File: config.mk
export PLATFORM = sky130hd
export DESIGN_NAME = mct_ram
export DESIGN_NICKNAME = d
export VERILOG_FILES = /design/src/hw/rtl/mct_ram.sv
export SDC_FILE = /design/constraint.sdc
export NUM_CORES = 1
export LEC_CHECK = 0
export BUFFER_PORTS_ARGS = -buffer_cell sky130_fd_sc_hd__buf_2
export CELL_PAD_IN_SITES_DETAIL_PLACEMENT = 1
export CELL_PAD_IN_SITES_GLOBAL_PLACEMENT = 2
export CORE_UTILIZATION = 43
export CTS_CLUSTER_DIAMETER = 150
export CTS_CLUSTER_SIZE = 14
export DETAILED_ROUTE_END_ITERATION = 7
export GPL_TIMING_DRIVEN = 0
export PLACE_DENSITY = 0.81
export SLEW_MARGIN = 5
export SYNTH_ARGS = -nofsm -noshare
export SYNTH_HDL_FRONTEND = slang
export SYNTH_SLANG_ARGS = --single-unit
File: constraint.sdc
create_clock -name clk -period 1.5 [get_ports clk]
set_input_delay 0.15 -clock clk [delete_from_list [all_inputs] [get_ports clk]]
set_output_delay 0.15 -clock clk [all_outputs]
set_load 0.1 [all_outputs]
File: src/hw/rtl/mct_ram.sv
// ----------------------------------------------------------------------------
// Generic RAM
// One write port and one read port, read data registered.
// ----------------------------------------------------------------------------
module mct_ram #(
	parameter int unsigned WIDTH = 8,
	parameter int unsigned DEPTH = 16
) (
	input  logic                     clk,
	input  logic                     we,
	input  logic [$clog2(DEPTH)-1:0] waddr,
	input  logic [WIDTH-1:0]         wdata,
	input  logic [$clog2(DEPTH)-1:0] raddr,
	output logic [WIDTH-1:0]         rdata
);

	logic [WIDTH-1:0] mem [DEPTH];

	always_ff @(posedge clk) begin
		if (we) begin
			mem[waddr] <= wdata;
		end
		rdata <= mem[raddr];
	end

endmodule

==> results of run 1 <==
final timing paths:
kind	startpoint	end	cells after the start
worst max-delay path	mem[8][0]	rdata[0]	3
worst min register to register	mem[8][3]	rdata[3]	3
worst max register to register	mem[8][0]	rdata[0]	3
worst min-delay path	wdata[7]	mem[2][7]	1
per-layer routing:
metal  part of all wire (%)  GRT usage (%)
met1                     42           26.0
met2                     50           28.8
met3                    6.8           5.39
met4                    1.2           7.30
met5                      0              0
cells by family (layout without fill, tap and decap cells):
kind of cell	count (synthesis)	count (layout)	share of synthesized area, %
buf+inv	10	66	1.68
mux	32	32	15.0
flops	136	136	77.8
simple gates	35	35	3.18
compound gates	16	16	2.33
per-stage QoR:
step | setup slack (ns) | hold slack [ns] | instance area [um2]
final | 0.0791 | 0.135 | 6080
after global routing | 0.0281 | 0.143 | 6080
after CTS | 0.0134 | 0.129 | 6060
after detailed placement | -0.441 | 0.569 | 5450
after global placement | -0.432 | 0.552 | 5450
after floorplan | 0.0839 | 0.249 | 5150
timing repair:
| action | CTS | global route |
|---|---|---|
| endpoints found under the hold margin | 0 | 0 |
| gates resized for setup | 0 | 4 |
| setup endpoints to repair | 0 | 24 |
| buffers inserted | 0 | 0 |
final cells by class:
class | instances | area [um2] | area share [%]
Sequential cell | 136 | 4000 | 65.8
Multi-Input combinational cell | 83 | 1080 | 17.8
Clock buffer | 17 | 425 | 7.00
Clock inverter | 15 | 184 | 3.02
Tap cell | 143 | 179 | 2.94
Timing Repair Buffer | 24 | 120 | 1.98
Buffer | 10 | 86.3 | 1.42
report_power, final:
group	switching (mW)	total [mW]	internal, mW
Combinational	0.426	0.595	0.169
Clock	1.53	4.27	2.74
Sequential	0.0212	4.27	4.25
layout by cell type, fill, tap and decap left out:
| master | synthesis | routed |
|---|---|---|
| a22oi_1 | 16 | 16 |
| and2_1 | 1 | 1 |
| and2b_1 | 1 | 1 |
| buf_2 | 3 | 27 |
| buf_4 | 1 | 1 |
| buf_6 | 3 | 3 |
| bufinv_16 | 0 | 4 |
| clkbuf_16 | 0 | 17 |
| clkdlybuf4s25_2 | 3 | 3 |
| clkinv_1 | 0 | 3 |
| clkinv_2 | 0 | 3 |
| clkinvlp_4 | 0 | 5 |
| dfxtp_1 | 8 | 8 |
| edfxtp_1 | 128 | 128 |
| mux4_1 | 14 | 14 |
| mux4_2 | 18 | 18 |
| nand2_1 | 9 | 9 |
| nand2b_1 | 2 | 2 |
| nand3_1 | 1 | 1 |
| nand3b_1 | 2 | 2 |
| nor2_1 | 13 | 11 |
| nor2_2 | 0 | 2 |
| nor2b_1 | 1 | 1 |
| nor3_2 | 0 | 4 |
| or3b_2 | 1 | 1 |
state kept, by name, summed over array words and instances (netlist names):
register and cells:
rdata 8, mem 128
worst max-delay path, cell delays in order (launching register included):
cell and delay, ns:
edfxtp_1 0.40, mux4_2 0.47, a22oi_1 0.34, nand2_1 0.10
==> impl_metrics.csv, run 1 <==
group,metric,value,unit
route,wl_per_cell,24.8,um
die,fp.dieH,111,um
yosys,synth_top_cell_area_share,74.7,%
status,violations,"design-rule violations",
critical_path,path_max_fanout,1,
global_routing,grt_pass1_vias,2473,
yosys,avgSynthCellArea,22.5,um2
yosys,syn-num-nets,247,
critical_path,cp-start-kind,"flop",
route,wirelength,10600,um
sta,fin_crit_sh,94.7,%
pwr,power,9.14,mW
pwr,leakagePower,2.03,nW
global_routing,grt_max_degree,17,
place,dpl.hpwl,6440,um
yosys,synth_area_leaders,"edfxtp_1, mux4_2, mux4_1",
critical_path,worst_ep_arrival_time,1.72,ns
sta,setup_viol,0,
critical_path,reg2reg_slack,0.08,ns
layout,nets,290,
sta,layout_min_cycle_time,1.42,ns
layout,drive_above_1_share,30.9,%
layout,final_util,52.6,%
route,drt_first_pass_iters,6,
die,ios,26,
clock_network,clock_path_buffers,2,
run,drv_cap,0,
clock_network,postCtsHoldBufs,0,
layout,syn2layout_area_growth,18.1,%
layout,fillers,1022,
yosys,yosys_warnings,0,
die,fp-row-count,39,
clock_network,root_buffer,"clkbuf_16",
clock_network,htree_levels,4,
route,num_vias,2394,
sta,tns,0,ns
sta,worstMarginPinSlew,0.811,ns
sta,rsz0062_at_grt,"false",
route,drt_iter0_markers,166,
yosys,async_flop_share,0,%
clock_network,clk_pin_slew,0.06,ns
yosys,synth_area,5150,um2
global_routing,grt_pass1_wl,15900,um
route,drc_errors,4,
place,io_buffers,24,
place,dp_cells,396,
global_routing,grtUsageTotal,18.9,%
hold_path,hold_class,"in2reg",
sta,hold_viol_final,0,
die,core_region_area,11600,um2
yosys,synthMostInstantiatedCell,"edfxtp_1",
die,start_util,44.5,%
critical_path,required,1.80,ns
layout,diodes,0,
clock_network,clkSinkCount,136,
yosys,syn_inst,229,
yosys,ys_seq_elements,136,
yosys,synth_cell_types,19,
sta,final_max_slew_viol_count,0,
place,routabilityCongestion,0.721,
yosys,synth-edff-count,128,
clock_network,clkLatencyLatePin,0.42,ns
global_routing,grt-ovfl-total,0,
yosys,ys_top_cells_by_count,"edfxtp_1, mux4_2, a22oi_1",
sta,fmax,0.704,GHz
sta,slew-limit-headroom,45.7,%
sta,fin_worst_skew,0.0102,ns
route,via_per_inst,5.59,
pwr,vdd_drop_max,0.897,mV
yosys,ys_seq_area_share,77.8,%
die,die_w,111,um
die,dieArea,12400,um2
critical_path,endpoint_kind,"flop",
critical_path,critPathKind,"reg2reg",
global_routing,grt_antenna_before_repair,0,
status,outcome,"finished with violations",
clock_network,cts_tree,"yes",
pwr,cellPowerDensity,1500,nW/um2
yosys,synth.largest_area_cell,"edfxtp_1",
yosys,postSynth.topFlopCell,"edfxtp_1",
route,antenna_left,0,
layout,final_cells,428,
clock_network,cts_buffers,17,
(Power assumes the default switching activity.)
==> run 2: changes to the inputs <==
Settings changed: CORE_ASPECT_RATIO set to 1.1.
==> run 2 against run 1 <==
Effect of this change: the run now ends clean; maximum frequency down 1.6%; flip-flop and latch count unchanged; power down 8.5%; largest cell class unchanged; die area about the same; final area down 1.7%; combinational power about the same; global-route usage down 0.46 points; count of clock-buffer cells in the layout up 10; largest power group unchanged; critical endpoint is now rdata[1].
==> impl_metrics.csv, run 2 (same netlist as run 1, synthesis figures left out) <==
group,metric,value,unit
layout,nets,290,
die,core_region_area,11500,um2
clock_network,postCtsHoldBufs,0,
die,dieArea,12400,um2
clock_network,clock_path_buffers,2,
layout,stdcell_area,5980,um2
pwr,cellPowerDensity,1400,nW/um2
sta,fin_crit_sh,96.2,%
die,fp-row-count,41,
route,drc_errors,0,
critical_path,path_max_fanout,1,
layout,final_cells,435,
critical_path,reg2reg_slack,0.06,ns
die,start_util,44.6,%
place,dpl.hpwl,6490,um
clock_network,clk_pin_slew,0.05,ns
run,drv_cap,0,
layout,final_common_cell,"edfxtp_1",
sta,final_max_slew_viol_count,0,
clock_network,clkSinkCount,136,
clock_network,cts_buffers,17,
critical_path,required,1.80,ns
global_routing,grt_antenna_before_repair,0,
sta,slew-limit-headroom,43.6,%
layout,largest-register,"mem",
critical_path,critPathKind,"reg2reg",
sta,hold_viol_final,0,
critical_path,crit_start,"mem[5][1]",
place,place_area,5460,um2
status,outcome,"finished, final reports clean",
die,die_w,106,um
layout,syn2layout_area_growth,16.1,%
place,dp_cells,403,
clock_network,root_buffer,"clkbuf_16",
sta,tns,0,ns
pwr,vdd_drop_max,0.977,mV
route,antenna_left,0,
global_routing,grt_pass1_wl,14900,um
sta,layout_min_cycle_time,1.44,ns
clock_network,htree_levels,4,
layout,top_regs,"mem x128, rdata x8",
pwr,leakagePower,1.99,nW
global_routing,grt-ovfl-total,0,
sta,whs,0.139,ns
global_routing,grt_pass1_vias,2448,
route,wl_per_cell,24.0,um
sta,worstMarginPinSlew,0.842,ns
global_routing,grt_max_degree,17,
layout,largest_register_ffs,128,
place,io_buffers,24,
critical_path,r2r_start,"mem[5][1]",
critical_path,endpoint_kind,"flop",
die,ios,26,
clock_network,post_cts_buffers,0,
layout,drive_above_1_share,28.4,%
critical_path,cp-start-kind,"flop",
layout,diodes,0,
global_routing,grtUsageTotal,18.4,%
hold_path,hold_class,"in2reg",
sta,setup_viol,0,
route,num_vias,2374,
clock_network,clkLatencyLatePin,0.41,ns
route,drt_first_pass_iters,5,
sta,fin_worst_skew,0.00858,ns
route,drt_iter0_markers,159,
die,fp.dieH,117,um
sta,rsz0062_at_grt,"false",
hold_path,hp-start,"wdata[5]",
sta,fmax,0.693,GHz
place,routabilityCongestion,0.682,
critical_path,worst_ep_arrival_time,1.74,ns
layout,mostFrequentLayoutCells,"edfxtp_1, buf_2, mux4_2",
clock_network,cts_tree,"yes",
route,wirelength,10500,um
route,via_per_inst,5.46,
layout,fillers,1058,
[run 2: cell types whose count changed in the layout (fill, tap and decap cells not counted), moves of 2 or more]
cell / delta
clkinv_2: +2
nor2_1: +2
clkinv_1: -3
bufinv_16: -4
nor2_2: -2
clkbuf_1: +9
clkinvlp_4: -5
[run 2: worst max-delay path, cell delays in order, from the launching register on]
cell and delay [ns]:
edfxtp_1 0.38, mux4_1 0.59, a22oi_1 0.28, nand2_1 0.08
[run 2: final cells by class]
cell class / instances / area, um2 / share of cell area (%)
Buffer: 10 / 86.3 / 1.44
Clock buffer: 27 / 473 / 7.91
Clock inverter: 5 / 25.0 / 0.419
Multi-Input combinational cell: 83 / 1080 / 18.1
Sequential cell: 136 / 4000 / 67.0
Tap cell: 150 / 188 / 3.14
Timing Repair Buffer: 24 / 120 / 2.01
[run 2: path summary, 6_finish.rpt]
kind / endpoint / cells after the start
min: mem[9][5] / 1
min reg2reg: rdata[2] / 3
max reg2reg: rdata[1] / 3
max: rdata[1] / 3
[run 2: where the power goes]
group / switching [mW] / internal [mW]
Sequential: 0.0212 / 4.25
Combinational: 0.425 / 0.170
Clock: 1.36 / 2.14
Total: 1.81 / 6.56
[run 2: metrics by stage]
step | utilization [%] | setup WS [ns] | power (mW)
2_1_floorplan | - | 0.0839 | 4.75
3_3_place_gp | 47.3 | -0.426 | 4.92
3_5_place_dp | 47.3 | -0.486 | 4.94
4_1_cts | 51.7 | 0.0223 | 8.43
5_1_grt | 51.8 | 0.0107 | 8.61
6_report | 51.8 | 0.0567 | 8.37
[run 2: what timing repair did]
| action | CTS | global route |
|---|---|---|
| hold endpoints to repair | 0 | 0 |
| resized for setup | 2 | 0 |
| setup endpoints to repair | 9 | 0 |
[run 2: per-layer routing]
metal | vias to the layer above | share of wire, % | routed length [um] | GRT usage (%)
met5 | - | 0 | 0 | 0
met4 | 0 | 0.98 | 102 | 7.22
met3 | 6 | 4.0 | 415 | 6.58
met2 | 65 | 50 | 5270 | 29.9
met1 | 1246 | 45 | 4670 | 22.8
li1 | 1057 | - | - | -
==> run 3: changes to the inputs <==
Settings changed: CORE_UTILIZATION 43 to 31, PLACE_DENSITY 0.81 to 0.64, SLEW_MARGIN 5 to not set.
==> run 3 against run 2 <==
Effect of this change: the run now ends with design-rule violations left; global-route usage down 4.8 points; setup slack worse by 0.012 ns; critical path depth unchanged; power up 7.3%; final area up 2.7%; via count up 0.80%; die area up 38%.
==> impl_metrics.csv, run 3 (same netlist as run 1, synthesis figures left out) <==
group,metric,value,unit
critical_path,endpoint_kind,"flop",
layout,drive_above_1_share,30.9,%
route,routed.top_layer,"met4",
layout,final_cells,489,
place,io_buffers,24,
global_routing,grt_pass1_vias,2509,
critical_path,critPathKind,"in2reg",
pwr,leakagePower,2.02,nW
clock_network,htree_levels,4,
sta,final_max_slew_viol_count,0,
critical_path,worst_ep_arrival_time,1.49,ns
critical_path,required,1.53,ns
place,dpl_worst_slack,-0.472,ns
sta,fin_crit_sh,97.0,%
status,outcome,"finished with violations",
place,dp_cells,457,
route,dr_wl_met3,585,um
global_routing,grt_antenna_before_repair,0,
clock_network,postCtsHoldBufs,0,
route,drt_iter0_markers,180,
pwr,power,8.98,mW
die,start_util,31.6,%
critical_path,path_cells,"buf_2 > or3b_2 > nor2_1",
global_routing,grt-ovfl-total,0,
layout,final_common_cell,"edfxtp_1",
sta,whs,0.150,ns
layout,top_regs,"mem x128, rdata x8",
clock_network,root_buffer,"clkbuf_16",
clock_network,cts_tree,"yes",
route,via_per_inst,4.89,
layout,final_util,37.6,%
sta,rsz0062_at_grt,"true",
layout,nets,290,
clock_network,post_cts_buffers,0,
die,ios,26,
pwr,vdd_drop_max,0.831,mV
layout,largest-register,"mem",
layout,syn2layout_area_growth,19.2,%
die,core_region_area,16300,um2
die,fp-row-count,49,
place,place_area,5530,um2
die,die_w,125,um
route,num_vias,2393,
sta,slew-limit-headroom,43.9,%
place,dpl.hpwl,6670,um
global_routing,grt_pass1_wl,16100,um
clock_network,clk_pin_slew,0.06,ns
route,dr_wl_met2,5240,um
clock_network,cts_buffers,17,
critical_path,slowest_delay,0.67,ns
critical_path,path_max_fanout,8,
sta,setup_viol,0,
die,fp.dieH,137,um
clock_network,clkLatencyLatePin,0.41,ns
sta,setup_ws,0.0450,ns
die,dieArea,17100,um2
layout,stdcell_area,6140,um2
hold_path,hold_class,"in2reg",
critical_path,critical-path-top-delay-family,"simple AND/OR/NAND/NOR gates",
sta,layout_min_cycle_time,1.45,ns
route,wl_per_cell,21.8,um
sta,tns,0,ns
sta,fin_worst_skew,0.00593,ns
run,drv_cap,0,
pwr,cellPowerDensity,1460,nW/um2
layout,mostFrequentLayoutCells,"edfxtp_1, buf_2, mux4_2",
global_routing,grt_max_degree,17,
route,drt_first_pass_iters,6,
status,violations,"design-rule violations",
critical_path,critical_path_buf_inv_count,1,
clock_network,clock_path_buffers,2,
sta,hold_viol_final,0,
critical_path,cp-start-kind,"input port",
route,antenna_left,0,
sta,worstMarginPinSlew,0.839,ns
route,wirelength,10600,um
route,met1Wirelength,4730,um
clock_network,clkSinkCount,136,
critical_path,cpMaxStageDelayCell,"nor2_1",
sta,fmax,0.687,GHz
route,drc_errors,9,
global_routing,grtUsageTotal,13.6,%
place,routabilityCongestion,0.649,
layout,largest_register_ffs,128,
layout,diodes,0,
run 3: power by group:
part           switching, mW  total (mW)  internal [mW]
clock network           1.52        4.11           2.59
registers             0.0198        4.27           4.25
logic                  0.431       0.601          0.170
total                   1.97        8.98           7.01
run 3: final timing paths:
check	from	endpoint	slack (ns)	depth (start not counted)
setup / recovery	waddr[2]	mem[1][4]	0.05	3
hold / removal	wdata[4]	mem[6][4]	0.15	1
setup reg to reg	mem[5][0]	rdata[0]	0.10	3
hold reg to reg	mem[11][2]	rdata[2]	0.68	3
run 3: metal layers:
metal / vias up / GRT usage, %
met5: - / 0
met3: 9 / 3.67
met1: 1252 / 18.0
li1: 1057 / -
met4: 0 / 4.67
met2: 75 / 21.8
run 3: layout make-up:
class	count	area, um2
Buffer	10	86.3
Clock buffer	18	429
Clock inverter	14	158
Fill cell	1601	10200
Multi-Input combinational cell	83	1080
Sequential cell	136	4000
Tap cell	204	255
Timing Repair Buffer	24	120
run 3: repair_timing:
| item | 4_1_cts | 5_1_grt |
|---|---|---|
| endpoints found under the hold margin | 0 | 0 |
| setup endpoints to repair | 16 | 19 |
| resized for setup | 3 | 2 |
