===== config.mk =====
export PLATFORM = sky130hd
export DESIGN_NAME = mct_calc
export DESIGN_NICKNAME = d
export VERILOG_FILES = /design/src/hw/rtl/mct_pkg.sv /design/src/hw/rtl/mct_calc.sv
export SDC_FILE = /design/constraint.sdc
export NUM_CORES = 1
export LEC_CHECK = 0
export BUFFER_PORTS_ARGS = -buffer_cell sky130_fd_sc_hd__buf_2
export CELL_PAD_IN_SITES_DETAIL_PLACEMENT = 1
export CELL_PAD_IN_SITES_GLOBAL_PLACEMENT = 1
export CORE_ASPECT_RATIO = 0.7
export CORE_MARGIN = 10
export CORE_UTILIZATION = 42
export DETAILED_ROUTE_END_ITERATION = 10
export GPL_ROUTABILITY_DRIVEN = 0
export GPL_TIMING_DRIVEN = 0
export PLACE_DENSITY_LB_ADDON = 0.1
export SYNTH_ARGS = -nofsm -noshare
export SYNTH_HDL_FRONTEND = slang
export SYNTH_SLANG_ARGS = --single-unit

===== constraint.sdc =====
create_clock -name vclk -period 8.21
set_input_delay 0.4105 -clock vclk [all_inputs]
set_output_delay 0.4105 -clock vclk [all_outputs]
set_load 0.005 [all_outputs]

===== src/hw/rtl/mct_pkg.sv =====
// ----------------------------------------------------------------------------
// Marker count table package
// Shared sizes, item codes, types and helper functions of the marker count
// table.
// ----------------------------------------------------------------------------
package mct_pkg;

	localparam int unsigned NUM_MARKERS = 128;
	localparam int unsigned NUM_COMMS   = 1024;

	// Item field widths.
	localparam int unsigned KIND_W = 2;
	localparam int unsigned MARK_W = 7;
	localparam int unsigned KCNT_W = 8;
	localparam int unsigned WGT_W  = 16;
	localparam int unsigned COMM_W = 10;

	// Result field widths.
	localparam int unsigned DCOMP_W    = 18;
	localparam int unsigned DCONT_W    = 25;
	localparam int unsigned PRES_OUT_W = 8;
	localparam int unsigned EXC_OUT_W  = 22;
	localparam int unsigned PRES_OUT_MAX = 255;
	localparam int unsigned EXC_OUT_MAX  = 4194303;

	// Stored widths.
	localparam int unsigned CNT_W     = 15;
	localparam int unsigned CNT_DEPTH = NUM_COMMS * NUM_MARKERS;
	localparam int unsigned CNT_AW    = $clog2(CNT_DEPTH);
	localparam int unsigned STAT_AW   = $clog2(NUM_COMMS);
	localparam int unsigned PRES_W    = $clog2(NUM_MARKERS + 1);
	localparam int unsigned EXC_W     = $clog2(NUM_MARKERS * ((2 ** CNT_W) - 2) + 1);
	localparam int unsigned STAT_W    = PRES_W + EXC_W;

	// Query delta terms: indicator change in [-1,1], excess change in [-255,255].
	localparam int unsigned IND_W = 2;
	localparam int unsigned CON_W = KCNT_W + 2;

	localparam logic [CNT_W-1:0] COUNT_MAX = {CNT_W{1'b1}};

	typedef enum logic [KIND_W-1:0] {
		KIND_ADD   = 2'd0,
		KIND_MOVE  = 2'd1,
		KIND_QUERY = 2'd2
	} kind_t;

	typedef struct packed {
		logic [PRES_W-1:0] pres;
		logic [EXC_W-1:0]  exc;
	} stat_t;

	// Decoded item, latched at acceptance.
	typedef struct packed {
		logic [KIND_W-1:0] kind;
		logic              m_ok;
		logic              s_ok;
		logic              d_ok;
		logic              same_comm;
	} req_t;

	// Updated entries and query terms of one item.
	typedef struct packed {
		logic [CNT_W-1:0]       ns_new;
		logic [CNT_W-1:0]       nt_new;
		stat_t                  ss_new;
		stat_t                  ts_new;
		logic                   wr_src;
		logic                   wr_tgt;
		logic signed [IND_W-1:0] ind;
		logic signed [CON_W-1:0] con;
	} upd_t;

	function automatic logic [CNT_AW-1:0] cnt_index(input logic [COMM_W-1:0] comm,
			input logic [MARK_W-1:0] mark);
		return CNT_AW'(32'(comm) * NUM_MARKERS + 32'(mark));
	endfunction

	function automatic logic [PRES_OUT_W-1:0] sat_pres(input logic [PRES_W-1:0] p);
		if (32'(p) > PRES_OUT_MAX) begin
			return PRES_OUT_W'(PRES_OUT_MAX);
		end
		return PRES_OUT_W'(p);
	endfunction

	function automatic logic [EXC_OUT_W-1:0] sat_exc(input logic [EXC_W-1:0] e);
		if (32'(e) > EXC_OUT_MAX) begin
			return EXC_OUT_W'(EXC_OUT_MAX);
		end
		return EXC_OUT_W'(e);
	endfunction

endpackage


===== src/hw/rtl/mct_calc.sv =====
// ----------------------------------------------------------------------------
// Marker count update
// Computes new source and target counts and community totals for add and
// move items, and the indicator and excess terms of a move query.
// ----------------------------------------------------------------------------
module mct_calc (
	input  mct_pkg::req_t                     req,
	input  logic [mct_pkg::KCNT_W-1:0]        k,
	input  logic [mct_pkg::CNT_W-1:0]         ns,
	input  logic [mct_pkg::CNT_W-1:0]         nt,
	input  mct_pkg::stat_t                    ss,
	input  mct_pkg::stat_t                    ts,
	output mct_pkg::upd_t                     upd
);

	localparam int unsigned SUM_W = mct_pkg::CNT_W + 1;

	function automatic logic [SUM_W-1:0] over_one(input logic [SUM_W-1:0] x);
		return (x > SUM_W'(1)) ? x - SUM_W'(1) : '0;
	endfunction

	logic [SUM_W-1:0]          k_ext;
	logic [SUM_W-1:0]          sum_t;
	logic [mct_pkg::CNT_W-1:0] nt_sat;
	logic [mct_pkg::CNT_W-1:0] ns_flr;
	logic [SUM_W-1:0]          up_t;
	logic [SUM_W-1:0]          dn_s;
	logic                      pres_up;
	logic                      pres_dn;
	logic                      all_ok;
	logic                      do_src;
	logic                      do_tgt;
	logic                      do_query;

	always_comb begin
		k_ext  = SUM_W'(k);
		sum_t  = SUM_W'(nt) + k_ext;
		nt_sat = (sum_t > SUM_W'(mct_pkg::COUNT_MAX)) ? mct_pkg::COUNT_MAX
			: sum_t[mct_pkg::CNT_W-1:0];
		ns_flr = (SUM_W'(ns) > k_ext) ? ns - mct_pkg::CNT_W'(k) : '0;

		// Query terms use the unsaturated target sum.
		up_t    = over_one(sum_t) - over_one(SUM_W'(nt));
		dn_s    = over_one(SUM_W'(ns)) - over_one(SUM_W'(ns_flr));
		pres_up = (sum_t != '0) && (nt == '0);
		pres_dn = (ns != '0) && (ns_flr == '0);

		all_ok   = req.m_ok && req.s_ok && req.d_ok;
		do_src   = 1'b0;
		do_tgt   = 1'b0;
		do_query = 1'b0;
		unique case (req.kind)
			mct_pkg::KIND_ADD: begin
				do_tgt = req.m_ok && req.d_ok;
			end
			mct_pkg::KIND_MOVE: begin
				do_src = all_ok && !req.same_comm;
				do_tgt = all_ok && !req.same_comm;
			end
			mct_pkg::KIND_QUERY: begin
				do_query = all_ok;
			end
			default: begin
			end
		endcase

		upd.ns_new = ns_flr;
		upd.nt_new = nt_sat;
		upd.wr_src = do_src;
		upd.wr_tgt = do_tgt;

		upd.ss_new = ss;
		if (do_src) begin
			upd.ss_new.pres = ss.pres - mct_pkg::PRES_W'(pres_dn);
			upd.ss_new.exc  = ss.exc - mct_pkg::EXC_W'(over_one(SUM_W'(ns)))
				+ mct_pkg::EXC_W'(over_one(SUM_W'(ns_flr)));
		end

		upd.ts_new = ts;
		if (do_tgt) begin
			upd.ts_new.pres = ts.pres + mct_pkg::PRES_W'((nt == '0) && (nt_sat != '0));
			upd.ts_new.exc  = ts.exc - mct_pkg::EXC_W'(over_one(SUM_W'(nt)))
				+ mct_pkg::EXC_W'(over_one(SUM_W'(nt_sat)));
		end

		upd.ind = '0;
		upd.con = '0;
		if (do_query) begin
			upd.ind = $signed({1'b0, pres_up}) - $signed({1'b0, pres_dn});
			upd.con = $signed({1'b0, up_t[mct_pkg::CON_W-2:0]})
				- $signed({1'b0, dn_s[mct_pkg::CON_W-2:0]});
		end
	end

endmodule


==> report_table.html, run 1 <==
<table>
<tr><th>Metric</th><th>Value</th></tr>
<tr><th colspan="2">Outcome</th></tr>
<tr><td>Result of the run</td><td>completed</td></tr>
<tr><th colspan="2">Power</th></tr>
<tr><td>Power Density</td><td>between 150 and 200 nW/um2</td></tr>
<tr><td>Maximum resistive drop on vdd</td><td>0.0898 mV</td></tr>
<tr><td>Leakage power</td><td>between 4 and 5 nW</td></tr>
<tr><td>Final Power</td><td>approximately 0.0015 W</td></tr>
<tr><th colspan="2">STA</th></tr>
<tr><td>Hold violation total from the final report</td><td>0</td></tr>
<tr><td>Final Critical Period</td><td>roughly 7.5 ns</td></tr>
<tr><td>Relative slew margins</td><td>0.344</td></tr>
<tr><td>Pins Over Slew Limit</td><td>0</td></tr>
<tr><td>Unrepaired setup endpoints after global routing</td><td>no</td></tr>
<tr><td>Post-route setup TNS</td><td>0 ns</td></tr>
<tr><td>Fmax</td><td>0.134 GHz</td></tr>
<tr><td>Final period utilization</td><td>0.912</td></tr>
<tr><td>Transition time of the tightest slew-check pin</td><td>0.978 ns</td></tr>
<tr><td># setup viols final</td><td>0</td></tr>
<tr><th colspan="2">Worst hold path</th></tr>
<tr><td>Worst min-delay path category</td><td>in2out</td></tr>
<tr><th colspan="2">Logic synthesis</th></tr>
<tr><td>Most instantiated library cell after synthesis</td><td>inv_1</td></tr>
<tr><td>Area of the mapped netlist</td><td>between 7000 and 8000 um2</td></tr>
<tr><td>Portion of the post-synthesis area used by sequential elements</td><td>0</td></tr>
<tr><td>Average instance area after synthesis</td><td>just under 7 um2</td></tr>
<tr><td>Most area-hungry cell type in the Yosys netlist</td><td>ha_1</td></tr>
<tr><td>Instance count of the mapped netlist</td><td>roughly 1200</td></tr>
<tr><td>Synth top area cells</td><td>ha_1, fa_1, inv_1</td></tr>
<tr><td>Distinct cell type count after synthesis</td><td>76</td></tr>
<tr><td>Net Count, Synth</td><td>around 1400</td></tr>
<tr><td>Commonest cells in the netlist</td><td>inv_1, nand2_1, ha_1</td></tr>
<tr><td>Portion of synthesized cell area occupied by the leading cell type</td><td>0.165</td></tr>
<tr><td>Ys Warns</td><td>0</td></tr>
<tr><th colspan="2">Worst setup path</th></tr>
<tr><td>Category of the worst setup path capture point</td><td>output pin</td></tr>
<tr><td>Top cell family by delay on the critical path</td><td>compound AO/OA/AOI/OAI gates</td></tr>
<tr><td>Category of the critical setup timing path</td><td>in2out</td></tr>
<tr><td>Largest driver fanout on the critical path</td><td>10</td></tr>
<tr><td>Cell with the most instances on the worst path</td><td>buf_2</td></tr>
<tr><td>Cell-by-cell listing of the critical path</td><td>buf_2 -&gt; ha_1 -&gt; fa_1 -&gt; a21o_1 -&gt; a21oi_2 -&gt; xor2_1 -&gt; o21ai_1 -&gt; nand4b_4 -&gt; nor4b_4 -&gt; o21ai_2 -&gt; buf_2 -&gt; nand2_1 -&gt; fa_1 -&gt; inv_1 -&gt; ha_1 -&gt; nor2b_1 -&gt; o31a_1 -&gt; o311ai_1 -&gt; nor2_1 -&gt; o41a_1 -&gt; a211o_1 -&gt; and4_1 -&gt; a211oi_1 -&gt; buf_2</td></tr>
<tr><td>Element type at the critical path start</td><td>primary input</td></tr>
<tr><td>Required @ worst endpoint</td><td>around 7.8 ns</td></tr>
<tr><td>WP data arrival</td><td>slightly above 7 ns</td></tr>
<tr><td>Cell type of the slowest stage on the worst timing path</td><td>nor4b_4</td></tr>
<tr><td>Combined buffer and inverter count along the critical path</td><td>4</td></tr>
<tr><td>Delay of the slowest cell on the worst path</td><td>just under 0.6 ns</td></tr>
<tr><th colspan="2">Finish</th></tr>
<tr><td>Proportion of layout cells with a drive suffix above 1</td><td>0.181</td></tr>
<tr><td>Number of fillers in the final layout</td><td>around 2600</td></tr>
<tr><td>Post-layout net count</td><td>around 1600</td></tr>
<tr><td>Clock tree buffer count of the final layout</td><td>0</td></tr>
<tr><td>Non-filler instance count after layout</td><td>approximately 1600</td></tr>
<tr><td>Post-layout utilization of the core</td><td>0.505</td></tr>
<tr><td>Cell area after layout</td><td>between 9000 and 10000 um2</td></tr>
<tr><td>Seq Cell Count</td><td>0</td></tr>
<tr><td>Register area</td><td>0 um2</td></tr>
<tr><td>P&amp;R area growth vs syn</td><td>16.9%</td></tr>
<tr><th colspan="2">Global routing</th></tr>
<tr><td>Via count of the first global-routing pass</td><td>between 8000 and 9000</td></tr>
<tr><td>Overflow left after global routing</td><td>0</td></tr>
<tr><td>Global router's overall resource usage</td><td>0.229</td></tr>
<tr><td>Number of antenna violations at the first check in global routing</td><td>3</td></tr>
<tr><td>Wire length of the first global-routing pass</td><td>47.4 mm</td></tr>
<tr><td>Largest net degree at the start of global routing</td><td>11</td></tr>
<tr><th colspan="2">Route</th></tr>
<tr><td>Routed WL per cell</td><td>18.2 um</td></tr>
<tr><td>First-pass DRT Iterations</td><td>5</td></tr>
<tr><td>Antenna viol nets, final</td><td>0</td></tr>
<tr><td>Post-route DRC</td><td>0</td></tr>
<tr><td>WL final</td><td>roughly 29 mm</td></tr>
<tr><td>Detail-routed via count per cell</td><td>~5.5</td></tr>
<tr><td>Count of vias placed by the detailed router</td><td>approximately 9000</td></tr>
<tr><td>Number of DRC markers after the initial detailed-route iteration</td><td>around 410</td></tr>
<tr><th colspan="2">Placed design</th></tr>
<tr><td>Port Buffers</td><td>just over 200</td></tr>
<tr><td>Placed inst area</td><td>between 9000 and 10000 um2</td></tr>
<tr><td>Number of instances in the placed design</td><td>1609</td></tr>
<tr><td>Sum of net half-perimeters after detailed placement</td><td>26.3 mm</td></tr>
<tr><th colspan="2">Clock network</th></tr>
<tr><td>Count of cells resized by post-cts repair</td><td>0</td></tr>
<tr><td># hold bufs at CTS</td><td>0</td></tr>
<tr><td>Buffers inserted during post-CTS setup optimization</td><td>0</td></tr>
<tr><th colspan="2">Die</th></tr>
<tr><td>Area of the placeable core</td><td>around 18000 um2</td></tr>
<tr><td>Number of ports placed on the die boundary</td><td>approximately 210</td></tr>
<tr><td>Core Rows</td><td>41</td></tr>
<tr><td>Die Outline Area</td><td>24700 um2</td></tr>
<tr><td>Die outline height</td><td>around 130 um</td></tr>
<tr><td>Initial Utilization</td><td>0.432</td></tr>
<tr><td>Die width</td><td>184 um</td></tr>
<tr><th colspan="2">Run</th></tr>
<tr><td>MaxCap Viol Count</td><td>0</td></tr>
</table>
-- worst min-delay path: cells and delay by family --
kind / cells / cell delay [ns]
xor+xnor: 1 / 0.06
buf+inv: 2 / 0.20
-- cell families (layout without fill, tap and decap cells) --
logic type               Yosys count  count (layout)  synth area share
AND/OR/NAND/NOR                  399             399             0.250
adder cells (fa/ha/maj)          141             141             0.260
multiplexers                       7               7           0.00907
other                              0               3                 0
XOR/XNOR                         121             121             0.138
AO/OA/AOI/OAI                    299             299             0.245
buffers and inverters            201             406            0.0981
-- per-stage QoR --
step                      hold slack, ns  worst slack [ns]
after global placement              1.08             0.949
after CTS                           1.08             0.854
after global routing                1.09             0.465
after detailed placement            1.08             0.870
after floorplan                    0.876              2.23
final                               1.08             0.721
-- cell type report --
| class | count | area, um2 | share of cell area |
|---|---|---|---|
| multi-input combinational | 967 | 7100 | 0.772 |
| timing repair buffer | 205 | 1030 | 0.112 |
| inverter | 167 | 627 | 0.0682 |
| tap | 236 | 295 | 0.0321 |
| buffer | 34 | 145 | 0.0158 |
| antenna | 3 | 7.51 | 0.000816 |
-- final timing paths --
| check | from | end | slack [ns] | cells past startpoint |
|---|---|---|---|---|
| setup / recovery | nt[0] | upd[34] | 0.72 | 24 |
| hold / removal | ss[21] | upd[65] | 1.08 | 3 |
-- metal layers --
metal / up-vias / routed length (um) / global-route usage
met2: 257 / 11400 / 0.332
met5: - / 8 / 0
met1: 4215 / 15600 / 0.353
met4: 2 / 139 / 0.00862
met3: 8 / 2280 / 0.0426
li1: 4413 / - / -
-- cells in the final DEF, fill, tap and decap left out, types with 17 or more instances in the layout --
cell	synthesis	layout
a21o_1	18	18
a21oi_1	72	72
buf_2	8	213
clkbuf_1	22	22
fa_1	37	37
ha_1	104	104
inv_1	166	166
nand2_1	130	130
nand2b_1	23	23
nand3_1	21	21
nor2_1	95	95
nor3_1	26	26
o21ai_0	73	73
o21ai_1	17	17
xnor2_1	71	71
xor2_1	47	47
-- power breakdown --
part / internal (W) / leakage, nW / switching (W)
Clock: 0.0000000000489 / 0.0000190 / 0
Combinational: 0.000609 / 4.75 / 0.000860
Sequential: 0 / 0 / 0
(Power assumes the default switching activity.)
==> run 2, diff against run 1 <==
- BUFFER_PORTS_ARGS: -buffer_cell sky130_fd_sc_hd__buf_2 -> unset
- CORE_UTILIZATION: 42 -> 46
- DONT_BUFFER_PORTS: unset -> 1
==> report_table.html, run 2 (same netlist as run 1, synthesis figures left out) <==
<table>
<tr><th>Metric</th><th>Value</th></tr>
<tr><th colspan="2">Outcome</th></tr>
<tr><td>Result of the run</td><td>completed</td></tr>
<tr><th colspan="2">Route</th></tr>
<tr><td>Post-route DRC</td><td>0</td></tr>
<tr><td>Antenna viol nets, final</td><td>0</td></tr>
<tr><td>WL final</td><td>about 28 mm</td></tr>
<tr><td>First-pass DRT Iterations</td><td>7</td></tr>
<tr><td>Routed WL per cell</td><td>~20 um</td></tr>
<tr><td>Detail-routed via count per cell</td><td>about 5.8</td></tr>
<tr><td>Count of vias placed by the detailed router</td><td>about 8100</td></tr>
<tr><td>Number of DRC markers after the initial detailed-route iteration</td><td>474</td></tr>
<tr><th colspan="2">Worst hold path</th></tr>
<tr><td>Hold Path Cell Cnt</td><td>1</td></tr>
<tr><td>Worst min-delay path category</td><td>in2out</td></tr>
<tr><th colspan="2">Worst setup path</th></tr>
<tr><td>Element type at the critical path start</td><td>primary input</td></tr>
<tr><td>Launch point of the critical path</td><td>k[0]</td></tr>
<tr><td>WP data arrival</td><td>slightly below 7 ns</td></tr>
<tr><td>Required @ worst endpoint</td><td>between 7 and 8 ns</td></tr>
<tr><td>Category of the critical setup timing path</td><td>in2out</td></tr>
<tr><td>Worst Setup EP</td><td>upd[34]</td></tr>
<tr><td>Largest driver fanout on the critical path</td><td>10</td></tr>
<tr><td>Category of the worst setup path capture point</td><td>output pin</td></tr>
<tr><th colspan="2">Global routing</th></tr>
<tr><td>Largest net degree at the start of global routing</td><td>11</td></tr>
<tr><td>Met3 global-route usage</td><td>0.0685</td></tr>
<tr><td>Via count of the first global-routing pass</td><td>8192</td></tr>
<tr><td>GRT busiest layer</td><td>met1</td></tr>
<tr><td>Wire length of the first global-routing pass</td><td>approximately 45 mm</td></tr>
<tr><td>Fraction of met2 tracks used by global routing</td><td>0.331</td></tr>
<tr><td>Global router's overall resource usage</td><td>0.236</td></tr>
<tr><td>Met1 track demand over resource</td><td>0.359</td></tr>
<tr><td>Number of antenna violations at the first check in global routing</td><td>0</td></tr>
<tr><td>Overflow left after global routing</td><td>0</td></tr>
<tr><th colspan="2">Finish</th></tr>
<tr><td>Number of antenna repair diodes</td><td>0</td></tr>
<tr><td>Commonest cells after routing, fill and taps aside</td><td>inv_1, nand2_1, ha_1, nor2_1, o21ai_0</td></tr>
<tr><td>Commonest non-fill, non-tap cell in the layout</td><td>inv_1</td></tr>
<tr><td>Register area</td><td>0 um2</td></tr>
<tr><td>Post-layout net count</td><td>1415</td></tr>
<tr><td>P&amp;R area growth vs syn</td><td>3.58%</td></tr>
<tr><td>Proportion of layout cells with a drive suffix above 1</td><td>0.0377</td></tr>
<tr><td>Clock tree buffer count of the final layout</td><td>0</td></tr>
<tr><td>Seq Cell Count</td><td>0</td></tr>
<tr><td>Post-layout utilization of the core</td><td>0.493</td></tr>
<tr><th colspan="2">Die</th></tr>
<tr><td>Die outline height</td><td>129 um</td></tr>
<tr><td>Area of the placeable core</td><td>roughly 17000 um2</td></tr>
<tr><td>Initial Utilization</td><td>0.476</td></tr>
<tr><td>Die Outline Area</td><td>between 20000 and 25000 um2</td></tr>
<tr><td>Die width</td><td>roughly 180 um</td></tr>
<tr><td>Core Rows</td><td>39</td></tr>
<tr><td>Number of ports placed on the die boundary</td><td>roughly 210</td></tr>
<tr><th colspan="2">Power</th></tr>
<tr><td>Leakage power</td><td>3.92 nW</td></tr>
<tr><td>Power Density</td><td>approximately 170 nW/um2</td></tr>
<tr><td>Maximum resistive drop on vdd</td><td>0.0923 mV</td></tr>
<tr><td>Final Power</td><td>0.00137 W</td></tr>
<tr><th colspan="2">STA</th></tr>
<tr><td>Post-route setup TNS</td><td>0 ns</td></tr>
<tr><td>Relative slew margins</td><td>0.278</td></tr>
<tr><td>Hold violation total from the final report</td><td>0</td></tr>
<tr><td>Final Critical Period</td><td>between 7 and 8 ns</td></tr>
<tr><td>Fmax</td><td>approximately 0.14 GHz</td></tr>
<tr><td>Transition time of the tightest slew-check pin</td><td>1.08 ns</td></tr>
<tr><td>Pins Over Slew Limit</td><td>0</td></tr>
<tr><td># setup viols final</td><td>0</td></tr>
<tr><td>Unrepaired setup endpoints after global routing</td><td>no</td></tr>
<tr><td>Final period utilization</td><td>0.877</td></tr>
<tr><th colspan="2">Clock network</th></tr>
<tr><td>Count of cells resized by post-cts repair</td><td>0</td></tr>
<tr><td>Buffers inserted during post-CTS setup optimization</td><td>0</td></tr>
<tr><td># hold bufs at CTS</td><td>0</td></tr>
<tr><th colspan="2">Run</th></tr>
<tr><td>MaxCap Viol Count</td><td>0</td></tr>
<tr><th colspan="2">Placed design</th></tr>
<tr><td>Sum of net half-perimeters after detailed placement</td><td>roughly 25 mm</td></tr>
<tr><td>Port Buffers</td><td>0</td></tr>
</table>
-- run 2: cell types whose count changed in the layout (fill, tap and decap cells not counted) --
cell	previous run	this run
buf_2	213	8
diode_2	3	0
-- run 2: cell type report --
class                           count  area [um2]
Tap cell                          225         282
Inverter                          167         627
Multi-Input combinational cell    967        7100
Buffer                             34         145
Fill cell                        2243        8390
-- run 2: report_power, final --
group          switching, W  internal (W)
combinational      0.000809      0.000562
sequential                0             0
clock                     0             0
total              0.000809      0.000562
-- run 2: worst min-delay path by stage --
stage	startpoint	to	slack [ns]
detailed placement	ts[21]	upd[35]	0.89
finish	ts[21]	upd[35]	0.88
global route	ts[21]	upd[35]	0.89
global placement	ss[27]	upd[71]	0.89
CTS	ts[21]	upd[35]	0.89
floorplan	ts[21]	upd[35]	0.88
-- run 2: critical path, cell delays in order --
cell and delay [ns]:
ha_1 0.23, fa_1 0.45, a21o_1 0.20, a21oi_2 0.19
xor2_1 0.34, o21ai_1 0.29, nand4b_4 0.31, nor4b_4 0.59
o21ai_2 0.23, buf_2 0.25, nand2_1 0.16, fa_1 0.43
inv_1 0.07, ha_1 0.27, nor2b_1 0.17, o31a_1 0.29
o311ai_1 0.44, nor2_1 0.12, o41a_1 0.50, a211o_1 0.31
and4_1 0.19, a211oi_1 0.34
-- run 2: through the flow --
step,worst slack [ns],instance area [um2],cells,hold slack (ns)
2_1_floorplan,2.23,7870,1168,0.876
3_3_place_gp,1.20,8150,1393,0.887
3_5_place_dp,1.09,8150,1393,0.887
4_1_cts,1.07,8150,1393,0.887
5_1_grt,0.470,8150,1393,0.894
6_report,1.01,8150,1393,0.885
-- run 2: metal layers --
| metal | wire length (um) | part of all wire |
|---|---|---|
| met3 | 2880 | 0.10 |
| met1 | 14500 | 0.52 |
| met2 | 10700 | 0.38 |
| met5 | 0 | 0 |
| met4 | 113 | 0.0040 |
==> run 3, diff against run 2 <==
--- a/config.mk
+++ b/config.mk
@@ -17,2 +17,3 @@
 export PLACE_DENSITY_LB_ADDON = 0.1
+export RECOVER_POWER = 50
 export SYNTH_ARGS = -nofsm -noshare
==> constraint.sdc (replaced) <==
create_clock -name vclk -period 8.21
set_input_delay 1.2315 -clock vclk [all_inputs]
set_output_delay 1.2315 -clock vclk [all_outputs]
set_load 0.005 [all_outputs]
==> report_table.html, run 3 (same netlist as run 1, synthesis figures left out) <==
<table>
<tr><th>Metric</th><th>Value</th></tr>
<tr><th colspan="2">Outcome</th></tr>
<tr><td>Result of the run</td><td>completed</td></tr>
<tr><th colspan="2">Die</th></tr>
<tr><td>Initial Utilization</td><td>0.476</td></tr>
<tr><td>Die Outline Area</td><td>around 23000 um2</td></tr>
<tr><td>Number of ports placed on the die boundary</td><td>between 200 and 250</td></tr>
<tr><td>Die width</td><td>roughly 180 um</td></tr>
<tr><td>Core Rows</td><td>39</td></tr>
<tr><td>Die outline height</td><td>around 130 um</td></tr>
<tr><td>Area of the placeable core</td><td>about 17000 um2</td></tr>
<tr><th colspan="2">STA</th></tr>
<tr><td>Final worst hold slack</td><td>roughly 2.5 ns</td></tr>
<tr><td>Relative slew margins</td><td>0.338</td></tr>
<tr><td># setup viols final</td><td>0</td></tr>
<tr><td>Final period utilization</td><td>0.965</td></tr>
<tr><td>Unrepaired setup endpoints after global routing</td><td>yes</td></tr>
<tr><td>Post-route setup TNS</td><td>0 ns</td></tr>
<tr><td>Fmax</td><td>0.126 GHz</td></tr>
<tr><td>Final critical-path setup slack</td><td>approximately 0.29 ns</td></tr>
<tr><td>Pins Over Slew Limit</td><td>0</td></tr>
<tr><td>Final Critical Period</td><td>just under 8 ns</td></tr>
<tr><td>Hold violation total from the final report</td><td>0</td></tr>
<tr><td>Transition time of the tightest slew-check pin</td><td>just under 1 ns</td></tr>
<tr><th colspan="2">Finish</th></tr>
<tr><td>Number of antenna repair diodes</td><td>0</td></tr>
<tr><td>Post-layout net count</td><td>1433</td></tr>
<tr><td>Non-filler instance count after layout</td><td>roughly 1400</td></tr>
<tr><td>Commonest cells after routing, fill and taps aside</td><td>inv_1, nand2_1, ha_1, nor2_1, o21ai_0</td></tr>
<tr><td>Proportion of layout cells with a drive suffix above 1</td><td>0.0776</td></tr>
<tr><td>Commonest non-fill, non-tap cell in the layout</td><td>inv_1</td></tr>
<tr><td>Register area</td><td>0 um2</td></tr>
<tr><td>P&amp;R area growth vs syn</td><td>7.84%</td></tr>
<tr><td>Seq Cell Count</td><td>0</td></tr>
<tr><td>Clock tree buffer count of the final layout</td><td>0</td></tr>
<tr><th colspan="2">Power</th></tr>
<tr><td>Sw frac</td><td>0.588</td></tr>
<tr><td>Share of power burned in the clock network</td><td>0</td></tr>
<tr><td>Design internal power</td><td>between 0.0005 and 0.0006 W</td></tr>
<tr><td>Sequential cell fraction of total power</td><td>0</td></tr>
<tr><td>Leakage power</td><td>between 4 and 5 nW</td></tr>
<tr><td>NetSw</td><td>between 0.0008 and 0.0009 W</td></tr>
<tr><td>Power Density</td><td>between 150 and 200 nW/um2</td></tr>
<tr><td>Combinational cell fraction of total power</td><td>1.000</td></tr>
<tr><td>Maximum resistive drop on vdd</td><td>just under 0.09 mV</td></tr>
<tr><td>Final Power</td><td>~0.0014 W</td></tr>
<tr><th colspan="2">Placed design</th></tr>
<tr><td>Number of instances in the placed design</td><td>roughly 1400</td></tr>
<tr><td>Port Buffers</td><td>0</td></tr>
<tr><td>Worst slack at placement</td><td>-0.550 ns</td></tr>
<tr><td>Sum of net half-perimeters after detailed placement</td><td>25.2 mm</td></tr>
<tr><th colspan="2">Global routing</th></tr>
<tr><td>Via count of the first global-routing pass</td><td>between 8000 and 9000</td></tr>
<tr><td>Wire length of the first global-routing pass</td><td>between 40 and 50 mm</td></tr>
<tr><td>Global router's overall resource usage</td><td>0.238</td></tr>
<tr><td>Number of antenna violations at the first check in global routing</td><td>0</td></tr>
<tr><td>Largest net degree at the start of global routing</td><td>11</td></tr>
<tr><td>Overflow left after global routing</td><td>0</td></tr>
<tr><th colspan="2">Route</th></tr>
<tr><td>Post-route DRC</td><td>0</td></tr>
<tr><td>Detail-routed via count per cell</td><td>a little under 6</td></tr>
<tr><td>WL final</td><td>around 30 mm</td></tr>
<tr><td>Routed WL per cell</td><td>a little over 20 um</td></tr>
<tr><td>Count of vias placed by the detailed router</td><td>8318</td></tr>
<tr><td>Antenna viol nets, final</td><td>0</td></tr>
<tr><td>Number of DRC markers after the initial detailed-route iteration</td><td>about 560</td></tr>
<tr><td>First-pass DRT Iterations</td><td>5</td></tr>
<tr><th colspan="2">Worst hold path</th></tr>
<tr><td>Worst min-delay path category</td><td>in2out</td></tr>
<tr><th colspan="2">Worst setup path</th></tr>
<tr><td>Category of the critical setup timing path</td><td>in2out</td></tr>
<tr><td>Category of the worst setup path capture point</td><td>output pin</td></tr>
<tr><td>Largest driver fanout on the critical path</td><td>10</td></tr>
<tr><td>Required @ worst endpoint</td><td>6.98 ns</td></tr>
<tr><td>Element type at the critical path start</td><td>primary input</td></tr>
<tr><td>WP data arrival</td><td>6.69 ns</td></tr>
<tr><th colspan="2">Clock network</th></tr>
<tr><td># hold bufs at CTS</td><td>0</td></tr>
<tr><th colspan="2">Run</th></tr>
<tr><td>MaxCap Viol Count</td><td>0</td></tr>
</table>
==> run 3: final timing paths <==
| path | end | startpoint | slack, ns | cells past startpoint |
|---|---|---|---|---|
| worst max-delay path | upd[34] | k[0] | 0.29 | 23 |
| worst min-delay path | upd[35] | ts[21] | 2.53 | 1 |
==> run 3: power groups by stage <==
stage | clock network [W] | logic [W] | registers (W)
2_1_floorplan | 0 | 0.00106 | 0
3_3_place_gp | 0 | 0.00131 | 0
3_5_place_dp | 0 | 0.00135 | 0
4_1_cts | 0 | 0.00138 | 0
5_1_grt | 0 | 0.00163 | 0
6_report | 0 | 0.00145 | 0
==> run 3: metal layers <==
layer / track usage / routed length, um / vias to the layer above
met5: 0 / 0 / -
met4: 0.0124 / 174 / 0
met3: 0.0595 / 2670 / 8
met2: 0.336 / 11300 / 288
met1: 0.364 / 15100 / 3997
li1: - / - / 4025
==> run 3: per-stage QoR <==
step                cell area [um2]   util
finish                         8480  0.513
global route                   8480  0.513
CTS                            8220  0.497
detailed placement             8150  0.493
global placement               8150  0.493
floorplan                      7870      -
==> run 3: final cells by class <==
class	count	area, um2
repair buffers	18	128
multi-input cells	968	7300
well taps	225	282
fillers	2228	8060
inverters	167	627
plain buffers	33	146
==> run 3: repair_timing <==
item                       CTS  global route
setup endpoints to repair   12            21
buffers inserted             3            15
gates cloned                 0             1
pin swaps                    2            10
gates resized for setup     11            35
==> run 3: worst max-delay path: stages <==
cell and delay [ns]:
ha_1 0.23, fa_2 0.39, a211oi_2 0.28, o21ai_1 0.16
nand3_1 0.18, nor3_1 0.09, a311oi_2 0.39, nor4b_4 0.08
buf_4 0.18, o21ai_4 0.10, buf_4 0.23, nand2_1 0.14
fa_1 0.50, inv_1 0.04, ha_1 0.34, nor2b_1 0.17
o31a_1 0.31, o311ai_4 0.32, nor2_1 0.10, o41a_1 0.51
a211o_1 0.30, and4_1 0.20, a211oi_2 0.21
